<file path="src/sv/drl_pkg.sv">
// ----------------------------------------------------------------------------
// drl_pkg
// Shared types and codes for the deduplicating request list.
// ----------------------------------------------------------------------------
package drl_pkg;

   // Operation kinds carried on the request word's tuser
   localparam logic [1:0] KIND_INSERT   = 2'd0;
   localparam logic [1:0] KIND_MATCH_RM = 2'd1;
   localparam logic [1:0] KIND_READ     = 2'd2;
   localparam logic [1:0] KIND_POS_RM   = 2'd3;

   // Result status codes carried on the response word's tuser
   localparam logic [1:0] STAT_DONE = 2'd0;
   localparam logic [1:0] STAT_DUP  = 2'd1;
   localparam logic [1:0] STAT_FULL = 2'd2;
   localparam logic [1:0] STAT_MISS = 2'd3;

   // Direction code that matches any stored direction on match-remove
   localparam logic [7:0] WILDCARD_DIR = 8'd105;

   // One stored request
   typedef struct packed {
      logic [7:0] direction;
      logic [7:0] floor;
   } entry_type;

   // One finished result handed from the sequencer to the output register
   typedef struct packed {
      logic [1:0] status;
      logic [7:0] read_floor;
      logic [7:0] read_direction;
      logic [4:0] entry_count;
   } result_type;

endpackage

</file>
<file path="src/sv/dedup_request_list_core.sv">
// ----------------------------------------------------------------------------
// dedup_request_list_core
// Ordered list of up to DEPTH (floor, direction) requests with insert,
// match-remove, read and position-remove operations.
// ----------------------------------------------------------------------------
// One request word is taken at a time and req_tready stays low until its
// work is finished. The list lives in a single-port-read memory and one
// compare unit checks one entry per cycle. Insert and match-remove scan
// the stored entries in order. A remove then closes the gap by moving each
// later entry down one place, one entry per cycle. The result waits in an
// output register, so the next request word is accepted while the previous
// response is still pending; completing a second result waits for it.
// ----------------------------------------------------------------------------
module dedup_request_list_core #(
   parameter int DEPTH = 16
) (
   input  logic        clock,
   input  logic        reset,
   input  logic        req_tvalid,
   output logic        req_tready,
   input  logic [23:0] req_tdata,   // floor[7:0], direction[15:8], position[19:16]
   input  logic [1:0]  req_tuser,   // kind[1:0]
   output logic        rsp_tvalid,
   input  logic        rsp_tready,
   output logic [23:0] rsp_tdata,   // read_floor[7:0], read_direction[15:8],
                                    // entry_count[20:16]
   output logic [1:0]  rsp_tuser    // status[1:0]
);
   import drl_pkg::*;

   localparam int AW = (DEPTH > 1) ? $clog2(DEPTH) : 1;
   localparam int CW = $clog2(DEPTH + 1);

   logic            mem_wr_en;
   logic [AW-1:0]   mem_wr_addr;
   entry_type       mem_wr_data;
   logic [AW-1:0]   mem_rd_addr;
   entry_type       mem_rd_data;
   logic            res_valid;
   logic            res_take;
   result_type      res;

   logic            rsp_valid_ff, rsp_valid_in;
   result_type      rsp_ff, rsp_in;

   drl_store #(
      .DEPTH (DEPTH),
      .AW    (AW)
   ) u_store (
      .clock   (clock),
      .wr_en   (mem_wr_en),
      .wr_addr (mem_wr_addr),
      .wr_data (mem_wr_data),
      .rd_addr (mem_rd_addr),
      .rd_data (mem_rd_data)
   );

   drl_ctrl #(
      .DEPTH (DEPTH),
      .AW    (AW),
      .CW    (CW)
   ) u_ctrl (
      .clock         (clock),
      .reset         (reset),
      .req_valid     (req_tvalid),
      .req_ready     (req_tready),
      .req_kind      (req_tuser),
      .req_floor     (req_tdata[7:0]),
      .req_direction (req_tdata[15:8]),
      .req_position  (req_tdata[19:16]),
      .mem_wr_en     (mem_wr_en),
      .mem_wr_addr   (mem_wr_addr),
      .mem_wr_data   (mem_wr_data),
      .mem_rd_addr   (mem_rd_addr),
      .mem_rd_data   (mem_rd_data),
      .res_valid     (res_valid),
      .res_take      (res_take),
      .res           (res)
   );

   // Load the output register when it is empty or draining
   assign res_take = res_valid && (!rsp_valid_ff || rsp_tready);

   always_comb begin
      rsp_valid_in = rsp_valid_ff;
      rsp_in       = rsp_ff;
      if (res_take) begin
         rsp_valid_in = 1'b1;
         rsp_in       = res;
      end else if (rsp_tready) begin
         rsp_valid_in = 1'b0;
      end
   end

   always_ff @(posedge clock) begin
      if (reset) begin
         rsp_valid_ff <= 1'b0;
      end else begin
         rsp_valid_ff <= rsp_valid_in;
      end
   end

   always_ff @(posedge clock) begin
      rsp_ff <= rsp_in;
   end

   // Pack the response word
   assign rsp_tvalid = rsp_valid_ff;
   assign rsp_tuser  = rsp_ff.status;
   assign rsp_tdata  = {3'b000, rsp_ff.entry_count, rsp_ff.read_direction,
                        rsp_ff.read_floor};

endmodule

</file>
<file path="src/sv/drl_store.sv">
// ----------------------------------------------------------------------------
// drl_store
// Entry memory: one write port and one read port with registered read data.
// ----------------------------------------------------------------------------
module drl_store #(
   parameter int DEPTH = 16,
   parameter int AW    = 4
) (
   input  logic                clock,
   input  logic                wr_en,
   input  logic [AW-1:0]       wr_addr,
   input  drl_pkg::entry_type  wr_data,
   input  logic [AW-1:0]       rd_addr,
   output drl_pkg::entry_type  rd_data
);
   import drl_pkg::*;

   entry_type mem_ff [DEPTH];
   entry_type rd_data_ff;

   // Write one entry
   always_ff @(posedge clock) begin
      if (wr_en) begin
         mem_ff[wr_addr] <= wr_data;
      end
   end

   // Registered read
   always_ff @(posedge clock) begin
      rd_data_ff <= mem_ff[rd_addr];
   end

   assign rd_data = rd_data_ff;

endmodule

</file>
<file path="src/sv/drl_match.sv">
// ----------------------------------------------------------------------------
// drl_match
// Compare unit: checks one stored entry against the request key.
// ----------------------------------------------------------------------------
module drl_match (
   input  drl_pkg::entry_type  entry,
   input  drl_pkg::entry_type  key,
   input  logic                wild_en,
   output logic                hit
);
   import drl_pkg::*;

   logic floor_eq;
   logic dir_eq;

   // Floor must be equal; direction is equal or, with wild_en set, the key is the wildcard
   assign floor_eq = (entry.floor == key.floor);
   assign dir_eq   = (entry.direction == key.direction) ||
                     (wild_en && (key.direction == WILDCARD_DIR));
   assign hit      = floor_eq && dir_eq;

endmodule

</file>
<file path="src/sv/drl_ctrl.sv">
// ----------------------------------------------------------------------------
// drl_ctrl
// Sequencer: scans, shifts and reads the entry memory one entry per cycle
// and builds one result per request word.
// ----------------------------------------------------------------------------
module drl_ctrl #(
   parameter int DEPTH = 16,
   parameter int AW    = 4,
   parameter int CW    = 5
) (
   input  logic                 clock,
   input  logic                 reset,
   input  logic                 req_valid,
   output logic                 req_ready,
   input  logic [1:0]           req_kind,
   input  logic [7:0]           req_floor,
   input  logic [7:0]           req_direction,
   input  logic [3:0]           req_position,
   output logic                 mem_wr_en,
   output logic [AW-1:0]        mem_wr_addr,
   output drl_pkg::entry_type   mem_wr_data,
   output logic [AW-1:0]        mem_rd_addr,
   input  drl_pkg::entry_type   mem_rd_data,
   output logic                 res_valid,
   input  logic                 res_take,
   output drl_pkg::result_type  res
);
   import drl_pkg::*;

   localparam int PW = (CW > 4) ? CW : 4;

   typedef enum logic [4:0] {
      S_IDLE  = 5'b00001,
      S_SCAN  = 5'b00010,
      S_SHIFT = 5'b00100,
      S_READ  = 5'b01000,
      S_DONE  = 5'b10000
   } state_type;

   state_type      state_ff, state_in;
   logic [1:0]     kind_ff, kind_in;
   entry_type      key_ff, key_in;
   logic [CW-1:0]  k_ff, k_in;
   logic [CW-1:0]  count_ff, count_in;
   logic [1:0]     status_ff, status_in;
   logic [7:0]     rf_ff, rf_in;
   logic [7:0]     rd_ff, rd_in;

   logic [CW:0]    kp1;
   logic [CW:0]    kp2;
   logic [CW:0]    cnt_x;
   logic           last;
   logic           pos_ok;
   logic [PW:0]    pos_p1;
   logic           hit;
   logic [CW+4:0]  cnt_wide;

   // Index arithmetic for scan and shift, and the position checks for read and remove
   assign kp1    = (CW+1)'(k_ff) + (CW+1)'(1);
   assign kp2    = (CW+1)'(k_ff) + (CW+1)'(2);
   assign cnt_x  = (CW+1)'(count_ff);
   assign last   = (kp1 >= cnt_x);
   assign pos_ok = (PW'(req_position) < PW'(count_ff));
   assign pos_p1 = (PW+1)'(req_position) + (PW+1)'(1);

   drl_match u_match (
      .entry   (mem_rd_data),
      .key     (key_ff),
      .wild_en (kind_ff == KIND_MATCH_RM),
      .hit     (hit)
   );

   // Sequencer next state
   always_comb begin
      state_in    = state_ff;
      kind_in     = kind_ff;
      key_in      = key_ff;
      k_in        = k_ff;
      count_in    = count_ff;
      status_in   = status_ff;
      rf_in       = rf_ff;
      rd_in       = rd_ff;
      req_ready   = 1'b0;
      mem_wr_en   = 1'b0;
      mem_wr_addr = count_ff[AW-1:0];
      mem_wr_data = key_ff;
      mem_rd_addr = kp1[AW-1:0];
      res_valid   = 1'b0;

      unique case (state_ff)
         S_IDLE: begin
            req_ready = 1'b1;
            if (req_valid) begin
               kind_in          = req_kind;
               key_in.floor     = req_floor;
               key_in.direction = req_direction;
               k_in             = '0;
               rf_in            = '0;
               rd_in            = '0;
               status_in        = STAT_DONE;
               mem_rd_addr      = '0;
               unique case (req_kind)
                  KIND_INSERT: begin
                     if (count_ff == '0) begin
                        mem_wr_en   = 1'b1;
                        mem_wr_addr = '0;
                        mem_wr_data = key_in;
                        count_in    = CW'(1);
                        state_in    = S_DONE;
                     end else begin
                        state_in = S_SCAN;
                     end
                  end
                  KIND_MATCH_RM: begin
                     if (count_ff == '0) begin
                        status_in = STAT_MISS;
                        state_in  = S_DONE;
                     end else begin
                        state_in = S_SCAN;
                     end
                  end
                  KIND_READ: begin
                     if (pos_ok) begin
                        mem_rd_addr = AW'(req_position);
                        state_in    = S_READ;
                     end else begin
                        status_in = STAT_MISS;
                        state_in  = S_DONE;
                     end
                  end
                  KIND_POS_RM: begin
                     if (pos_ok) begin
                        k_in        = CW'(req_position);
                        mem_rd_addr = pos_p1[AW-1:0];
                        state_in    = S_SHIFT;
                     end else begin
                        status_in = STAT_MISS;
                        state_in  = S_DONE;
                     end
                  end
                  default: begin
                     state_in = S_IDLE;
                  end
               endcase
            end
         end

         // Compare the entry at k; the read for k+1 is already issued
         S_SCAN: begin
            priority if (hit) begin
               if (kind_ff == KIND_INSERT) begin
                  status_in = STAT_DUP;
                  state_in  = S_DONE;
               end else begin
                  state_in = S_SHIFT;
               end
            end else if (last) begin
               if (kind_ff == KIND_INSERT) begin
                  if (count_ff == CW'(DEPTH)) begin
                     status_in = STAT_FULL;
                  end else begin
                     mem_wr_en = 1'b1;
                     count_in  = count_ff + CW'(1);
                  end
               end else begin
                  status_in = STAT_MISS;
               end
               state_in = S_DONE;
            end else begin
               k_in = kp1[CW-1:0];
            end
         end

         // Move entry k+1 down to k until the tail is reached
         S_SHIFT: begin
            mem_rd_addr = kp2[AW-1:0];
            if (!last) begin
               mem_wr_en   = 1'b1;
               mem_wr_addr = k_ff[AW-1:0];
               mem_wr_data = mem_rd_data;
               k_in        = kp1[CW-1:0];
            end else begin
               count_in = count_ff - CW'(1);
               state_in = S_DONE;
            end
         end

         // Capture the entry at the requested position
         S_READ: begin
            rf_in    = mem_rd_data.floor;
            rd_in    = mem_rd_data.direction;
            state_in = S_DONE;
         end

         // Hold the result until the output register takes it
         S_DONE: begin
            res_valid = 1'b1;
            if (res_take) begin
               state_in = S_IDLE;
            end
         end

         default: begin
            state_in = S_IDLE;
         end
      endcase
   end

   // Control registers
   always_ff @(posedge clock) begin
      if (reset) begin
         state_ff <= S_IDLE;
         count_ff <= '0;
      end else begin
         state_ff <= state_in;
         count_ff <= count_in;
      end
   end

   // Payload registers
   always_ff @(posedge clock) begin
      kind_ff   <= kind_in;
      key_ff    <= key_in;
      k_ff      <= k_in;
      status_ff <= status_in;
      rf_ff     <= rf_in;
      rd_ff     <= rd_in;
   end

   // Report the low bits of the count
   assign cnt_wide           = (CW+5)'(count_ff);
   assign res.status         = status_ff;
   assign res.read_floor     = rf_ff;
   assign res.read_direction = rd_ff;
   assign res.entry_count    = cnt_wide[4:0];

endmodule

</file>
<file path="config.mk">
export PLATFORM = sky130hd
export DESIGN_NAME = dedup_request_list_core
export DESIGN_NICKNAME = d
export VERILOG_FILES = /design/src/sv/drl_pkg.sv /design/src/sv/dedup_request_list_core.sv /design/src/sv/drl_store.sv /design/src/sv/drl_match.sv /design/src/sv/drl_ctrl.sv
export SDC_FILE = /design/constraint.sdc
export NUM_CORES = 1
export LEC_CHECK = 0
export BUFFER_PORTS_ARGS = -buffer_cell sky130_fd_sc_hd__buf_2
export CAP_MARGIN = 25
export CORE_MARGIN = 2
export CORE_UTILIZATION = 35
export CTS_BUF_LIST = sky130_fd_sc_hd__clkbuf_4
export CTS_CLUSTER_SIZE = 14
export DETAILED_ROUTE_END_ITERATION = 6
export PLACE_DENSITY = 0.6
export SETUP_SLACK_MARGIN = 0.4
export SKIP_LAST_GASP = 1
export SYNTH_ARGS = -nofsm -noshare
export SYNTH_HDL_FRONTEND = slang
export SYNTH_SLANG_ARGS = --single-unit
</file>
<file path="constraint.sdc">
create_clock -name clock -period 7 [get_ports clock]
set_input_delay 0 -clock clock [delete_from_list [all_inputs] [get_ports clock]]
set_output_delay 0 -clock clock [all_outputs]
set_load 0.02 [all_outputs]
</file>
# Word level (Yosys, flattened, before mapping)
# Memories as Yosys holds them, arrays and structs flattened. A register that Yosys moved wholly into a read port is not among the register bits.
# Cells that the tools add are included.
dict set report classes {
  n_addsub 5
  order_cmp 2
  eq_ne 25
  muxes 68
  n_reduce_logical 21
}
# operator count
set op_table {}
lappend op_table {{5-bit 2-to-1 mux} 20}
lappend op_table {{16-bit 2-to-1 mux} 4}
lappend op_table {{5-bit one-hot mux with 3 select lines} 3}
lappend op_table {{4-bit 2-to-1 mux} 8}
lappend op_table {{16-bit one-hot mux with 2 select lines} 1}
lappend op_table {{8-bit one-hot mux with 2 select lines} 2}
lappend op_table {{5-bit one-hot mux with 5 select lines} 1}
lappend op_table {{4-bit one-hot mux with 2 select lines} 3}
lappend op_table {{8-bit == test} 2}
lappend op_table {{2-bit 2-to-1 mux} 8}
lappend op_table {{1-bit 2-to-1 mux} 14}
lappend op_table {{5-bit == test (second input constant)} 2}
lappend op_table {{2-bit != test (second input constant)} 5}
lappend op_table {{9-bit AND reduction} 1}
lappend op_table {{8-bit by 7-bit == test with 1-bit output (second input constant)} 1}
lappend op_table {{8-bit 2-to-1 mux} 1}
lappend op_table {{2-bit by 1-bit != test with 1-bit output (second input constant)} 4}
lappend op_table {{2-bit one-hot mux with 2 select lines} 2}
lappend op_table {{5-bit by 1-bit adder with 6-bit output (second input constant)} 1}
lappend op_table {{6-bit by 5-bit greater-or-equal comparator with 1-bit output} 1}
lappend op_table {{2-bit AND reduction} 3}
lappend op_table {{2-bit nonzero test} 3}
lappend op_table {{5-bit by 1-bit adder with 5-bit output (second input constant)} 1}
lappend op_table {{5-bit by 1-bit == test with 1-bit output (second input constant)} 1}
lappend op_table {{other kinds (22)} 29}
dict set report totals {
  register_bits 75
  ram_bits 256
  in_bits 30
  out_inout_bits 28
  word_cells 136
  mem_count 1
}
# memory depth word_bits rd rd_ports_with_merged_regs wr line_no
set mem_list {}
lappend mem_list {u_store.mem_ff 16 16 1 1 1 drl_store.sv:18} ;# entry_type mem_ff [DEPTH];

# Logic depth before layout (Yosys ltp)
dict set report logic_depth {
  word_depth 8
  depth_mapped 12
  mapped_depth_nobuf 10
}

# Modules after synthesis
# From an unflattened synthesis, not the netlist that was laid out.
dict set report hier_totals {
  cells_unflattened 795
  area_unflattened_um2 14343.8
}
# mod n_inst cells_each area_per_inst_um2 seq_area_each_um2
set by_module_without_submodules {}
lappend by_module_without_submodules {drl_store 1 432 10042.1 8007.7}
lappend by_module_without_submodules {drl_ctrl 1 306 3310.7 1431.4}
lappend by_module_without_submodules {dedup_request_list_core 1 32 772.0 710.7}
lappend by_module_without_submodules {drl_match 1 25 219.0 0.0}

# Worst setup path before layout
# Ideal clock, no wire load.
dict set report synth_timing {
  path_kind {register to register}
  start {register u_ctrl.k_ff[0]}
  end {memory u_store.mem_ff[0][0] (netlist name) (enable)}
  setup_time_ns 0.409
  t_arrival_ns 3.342
  setup_slack_ns 3.248
  path_stages_with_launch 9
  synth_period_minus_slack_ns 3.752
  cell_sequence {edfxtp_1 -> ha_1 -> ha_1 -> a21o_1 -> a21oi_1 -> o211ai_1 -> clkbuf_1 -> o22a_1 -> nor3_1}
}
dict set report synth_between {
  elab_chain_len 7
}
# element line_no
set synth_lines {}
lappend synth_lines {{start: declaration} drl_ctrl.sv:43} ;# logic [CW-1:0] k_ff, k_in;
lappend synth_lines {{start signal: assignment} drl_ctrl.sv:224} ;# k_ff <= k_in;
lappend synth_lines {{5-bit by 1-bit adder with 6-bit output} drl_ctrl.sv:59} ;# assign kp1 = (CW+1)'(k_ff) + (CW+1)'(1);
lappend synth_lines {{6-bit by 5-bit greater-or-equal comparator with 1-bit output} drl_ctrl.sv:62} ;# assign last = (kp1 >= cnt_x);
lappend synth_lines {{1-bit 2-to-1 mux} drl_ctrl.sv:157} ;# end else if (last) begin
lappend synth_lines {{1-bit 2-to-1 mux} drl_ctrl.sv:150} ;# priority if (hit) begin
lappend synth_lines {{1-bit one-hot mux with 3 select lines} drl_ctrl.sv:90} ;# unique case (state_ff)
lappend synth_lines {{1-bit 2-to-1 mux} drl_store.sv:23} ;# if (wr_en) begin
lappend synth_lines {{1-bit 2-to-1 mux (implied by the code)} drl_store.sv:24} ;# mem_ff[wr_addr] <= wr_data;
lappend synth_lines {{end: declaration} drl_store.sv:18}
# Several ways; a longest one is shown, not always the timed one.

# Worst setup path in the final report
dict set report layout_timing {
  start {register u_ctrl.count_ff[1]}
  end {register u_store.rd_data[2] (netlist name)}
}
dict set report layout_between {
  elab_chain_len 5
}
# element line_no
set layout_lines {}
lappend layout_lines {{start: declaration} drl_ctrl.sv:44} ;# logic [CW-1:0] count_ff, count_in;
lappend layout_lines {{start signal: assignment} drl_ctrl.sv:216} ;# count_ff <= count_in;
lappend layout_lines {{4-bit by 5-bit < comparator with 1-bit output *} drl_ctrl.sv:63} ;# assign pos_ok = (PW'(req_position) < PW'(count_ff));
lappend layout_lines {{4-bit 2-to-1 mux (on tied branches)} {drl_ctrl.sv:132, drl_ctrl.sv:123}}
lappend layout_lines {{4-bit one-hot mux with 2 select lines *} drl_ctrl.sv:102} ;# unique case (req_kind)
lappend layout_lines {{4-bit 2-to-1 mux *} drl_ctrl.sv:93} ;# if (req_valid) begin
lappend layout_lines {{4-bit one-hot mux with 2 select lines *} drl_ctrl.sv:90}
# Every way passes the cells marked *; elsewhere a longest branch is shown, timed or not.
# A chain may end at the register's enable or synchronous reset.

==> results.md <==
- Minimum period implied by the final worst setup slack: around 4 ns
- Top flip-flop cell by instance count after synthesis: edfxtp_1
- Max stage delay on crit path: around 0.77 ns
- Yosys warnings: 0
- Number of distinct library cells after synthesis: around 70
- # placed instances: roughly 1600
- Total wire length: 35100 um
- Required time of the critical path: approximately 7.6 ns
- Clock Latency Late Sink: roughly 0.77 ns
- Global-route wire length before repair: 54300 um
- Share of synthesized flip-flops with an asynchronous set or reset: 0%
- RSZ-0062 raised after global routing: false
- Number of failing setup endpoints in the final timing report: 0
- Root Driver: clkbuf_4
- Final routed wire length divided by cell count: ~19 um
- Number of nets in the layout: 1247
- Max Fanout on Critical Path: 64
- Count of state elements after synthesis: around 350
- Area of the mapped netlist: between 10000 and 15000 um2
- Area of the placeable core: 41800 um2
- Highest achievable clock rate: about 250 MHz
- X dimension of the die: 209 um
- Power per unit of standard cell area: between 300 and 400 nW/um2
- Inserted Clock Buffers: 88
- Transition time at the pin with the least slew margin: around 0.9 ns
- Most instantiated library cell after synthesis: edfxtp_1
- Leakage Power: ~6 nW
- Count of H-tree levels built during CTS: 3
- Initial DRC count: 711
- Number of buffers added on ports: 50
- Worst vdd rail ir drop: around 0.12 mV
- Gp weighted congestion: 0.877
- Critical path start-end classification: flip-flop to flip-flop
- Share of the core filled with cells: about two fifths
- Buffers from clock root to sink, at most: 3
- GRT Overall Usage: 16.0%
- Number of fill cells in the layout: around 3800
- Footprint of the flip-flops and latches: 10100 um2
- Vias in the first global route: ~9400
- Die boundary height: roughly 210 um
- Cell chain of the critical path: inv_1, ha_1, nand2_1, o21ai_1, a2111o_2, buf_4, and2_4, mux2i_1, a221o_1, o211ai_1
- DP HPWL: 20600 um
- Area fraction of the dominant cell type after synthesis: between 60% and 70%
- Cell Count, Final, Fillers Out: about 1800
- Total area of multi-input combinational cells: around 4300 um2
- Sort of element at the start of the critical path: flip-flop
- Number of remaining DRC errors: 0
- Die area: 43800 um2
- Period utilization: a little under three fifths
- Relative slew slack: between 40% and 50%
- Sequential cell area fraction in the yosys report: a little under 70%
- Initial antenna violation count: 2
- Sum Neg Setup Slack: 0 ns
- Fin. Hold Viols: 0
- Starting density of the core: a little over a third
- Type of the most critical hold path: input port to flip-flop
- PnR Total Power: 5.56 mW
- Share of final-layout standard cells stronger than drive strength 1: 22.4%
- Remaining antenna violation count: 0
- Synthesis-to-finish area growth: 18.2%
- Synth Area per Inst: roughly 14 um2
- Post-Syn Instances: 1039
- Top area cells in the synthesized netlist: edfxtp_1 (65%), dfxtp_1 (3.7%), and3_1 (2.9%)
- Pin count of the biggest net entering global routing: 65
- Largest area contributor in the netlist: edfxtp_1
- Cell at the slowest stage of the critical path: and2_4
- MaxCap Viol Count: 0
- CTS tree: done
- Sum of overflow across all layers after global routing: 0
- Via count: ~9500
- Clock slew at the register clock pins of the worst setup and hold paths: approximately 0.06 ns
- Drt pass-1 iters: 7
- Data arrival, critical path: between 4 and 5 ns
- Placement row count: 75
- Clock sinks: 347
- Run status: completed
- Count of flip-flops with a built-in enable after synthesis: 320
- Final slew viol count: 0
- Count of pins on the block boundary: a little under 60
- Worst clock skew on the final layout: roughly 0.043 ns
- Worst setup EP type: flip-flop
- Synth top cells by count: edfxtp_1 (320), nand2_1 (93), and3_1 (68)
- Via/cell ratio: between 5 and 6
-- per-stage QoR --
step	instance area, um2	setup slack, ns	hold WS, ns
after floorplan	14800	3.25	0.0989
after global placement	15700	3.08	0.196
after detailed placement	15800	2.98	0.201
after CTS	17400	2.94	0.00582
after global routing	17400	2.76	-0.00541
final	17400	2.99	0.0531
-- registers in the layout (all words and copies together), names as in the netlist, 5 cells and up --
name             count
u_ctrl.count_ff      5
u_ctrl.k_ff          5
u_store.mem_ff     256
u_ctrl.key_ff       16
u_ctrl.rf_ff         8
u_store.rd_data     16
u_ctrl.rd_ff         8
u_ctrl.state_ff      5
rsp_tdata           21
-- kinds of logic (layout without fill, tap and decap cells) --
family          after synthesis  in the layout  share of synthesized area, %
xor+xnor                     25             25                          1.48
buf+inv                      79            304                          2.66
compound gates              259            259                          13.5
flops                       347            347                          68.8
other cells                   1              8                        0.0254
mux                          35             35                          2.42
fa+ha+maj                    15             15                          1.32
simple gates                278            278                          9.82
-- critical path: cells and delay by family (launching register included) --
family                     cells  cell delay (ns)
AOI/OAI and AO/OA              4             1.31
and+or+nand+nor                2             0.82
buffers and inverters          2             0.70
DFF                            1             0.51
adders and majority gates      1             0.32
muxes                          1             0.17
-- final cells by class --
class                           count  share of cell area [%]
Sequential cell                   347                    58.2
Multi-Input combinational cell    615                    24.8
Timing Repair Buffer              138                    6.17
Clock buffer                      129                    5.55
Tap cell                          539                    3.87
Clock inverter                     25                    1.08
Inverter                           12                   0.258
Antenna cell                        5                  0.0717
-- worst paths after layout --
path,start,endpoint,slack (ns),cells after the start
max,u_ctrl.count_ff[1],u_store.rd_data[2],2.99,10
min,req_tdata[7],u_ctrl.key_ff[7],0.05,2
max reg2reg,u_ctrl.count_ff[1],u_store.rd_data[2],2.99,10
min reg2reg,u_ctrl.status_ff[0],rsp_tuser[0],0.42,0
-- metal layers --
metal	vias to the layer above	track usage (%)	part of all wire (%)	wire length (um)
li1	4463	-	-	-
met4	0	5.86	2.2	770
met3	71	2.80	5.4	1910
met5	-	0	0	0
met1	4703	22.4	46	16200
met2	281	25.0	46	16200
-- cells in the final DEF, fill, tap and decap left out, drive strengths merged, types with 4 or more instances in the layout --
cell | Yosys | routed
a21boi | 17 | 17
nor3 | 22 | 22
ha | 14 | 14
buf | 29 | 96
o21ai | 9 | 9
mux2i | 33 | 33
dlygate4sd3 | 0 | 42
nor2 | 39 | 39
nand4 | 4 | 4
a21oi | 60 | 60
and3 | 68 | 68
nand3 | 5 | 5
clkbuf | 38 | 129
xnor2 | 14 | 14
diode | 0 | 5
a31oi | 9 | 9
inv | 12 | 14
o32a | 17 | 17
a32o | 19 | 19
nor2b | 5 | 5
dfxtp | 27 | 27
xor2 | 11 | 11
edfxtp | 320 | 320
o211ai | 17 | 17
nand2 | 96 | 96
clkinv | 0 | 18
o31ai | 17 | 17
and2 | 19 | 19
a31o | 5 | 5
a211oi | 52 | 52
a221o | 16 | 16
nor4 | 5 | 5
-- what timing repair did --
| action | in CTS | in global routing |
|---|---|---|
| setup endpoints to repair | 0 | 0 |
| hold buffers | 42 | 0 |
| resized for setup | 0 | 0 |
| endpoints found under the hold margin | 191 | 0 |
| buffers inserted | 0 | 0 |
-- where the power goes --
group          switching [mW]  internal, mW
registers              0.0843          2.42
clock network           0.809         0.955
logic                   0.812         0.480
No activity file was read; power rests on OpenSTA's default activity.
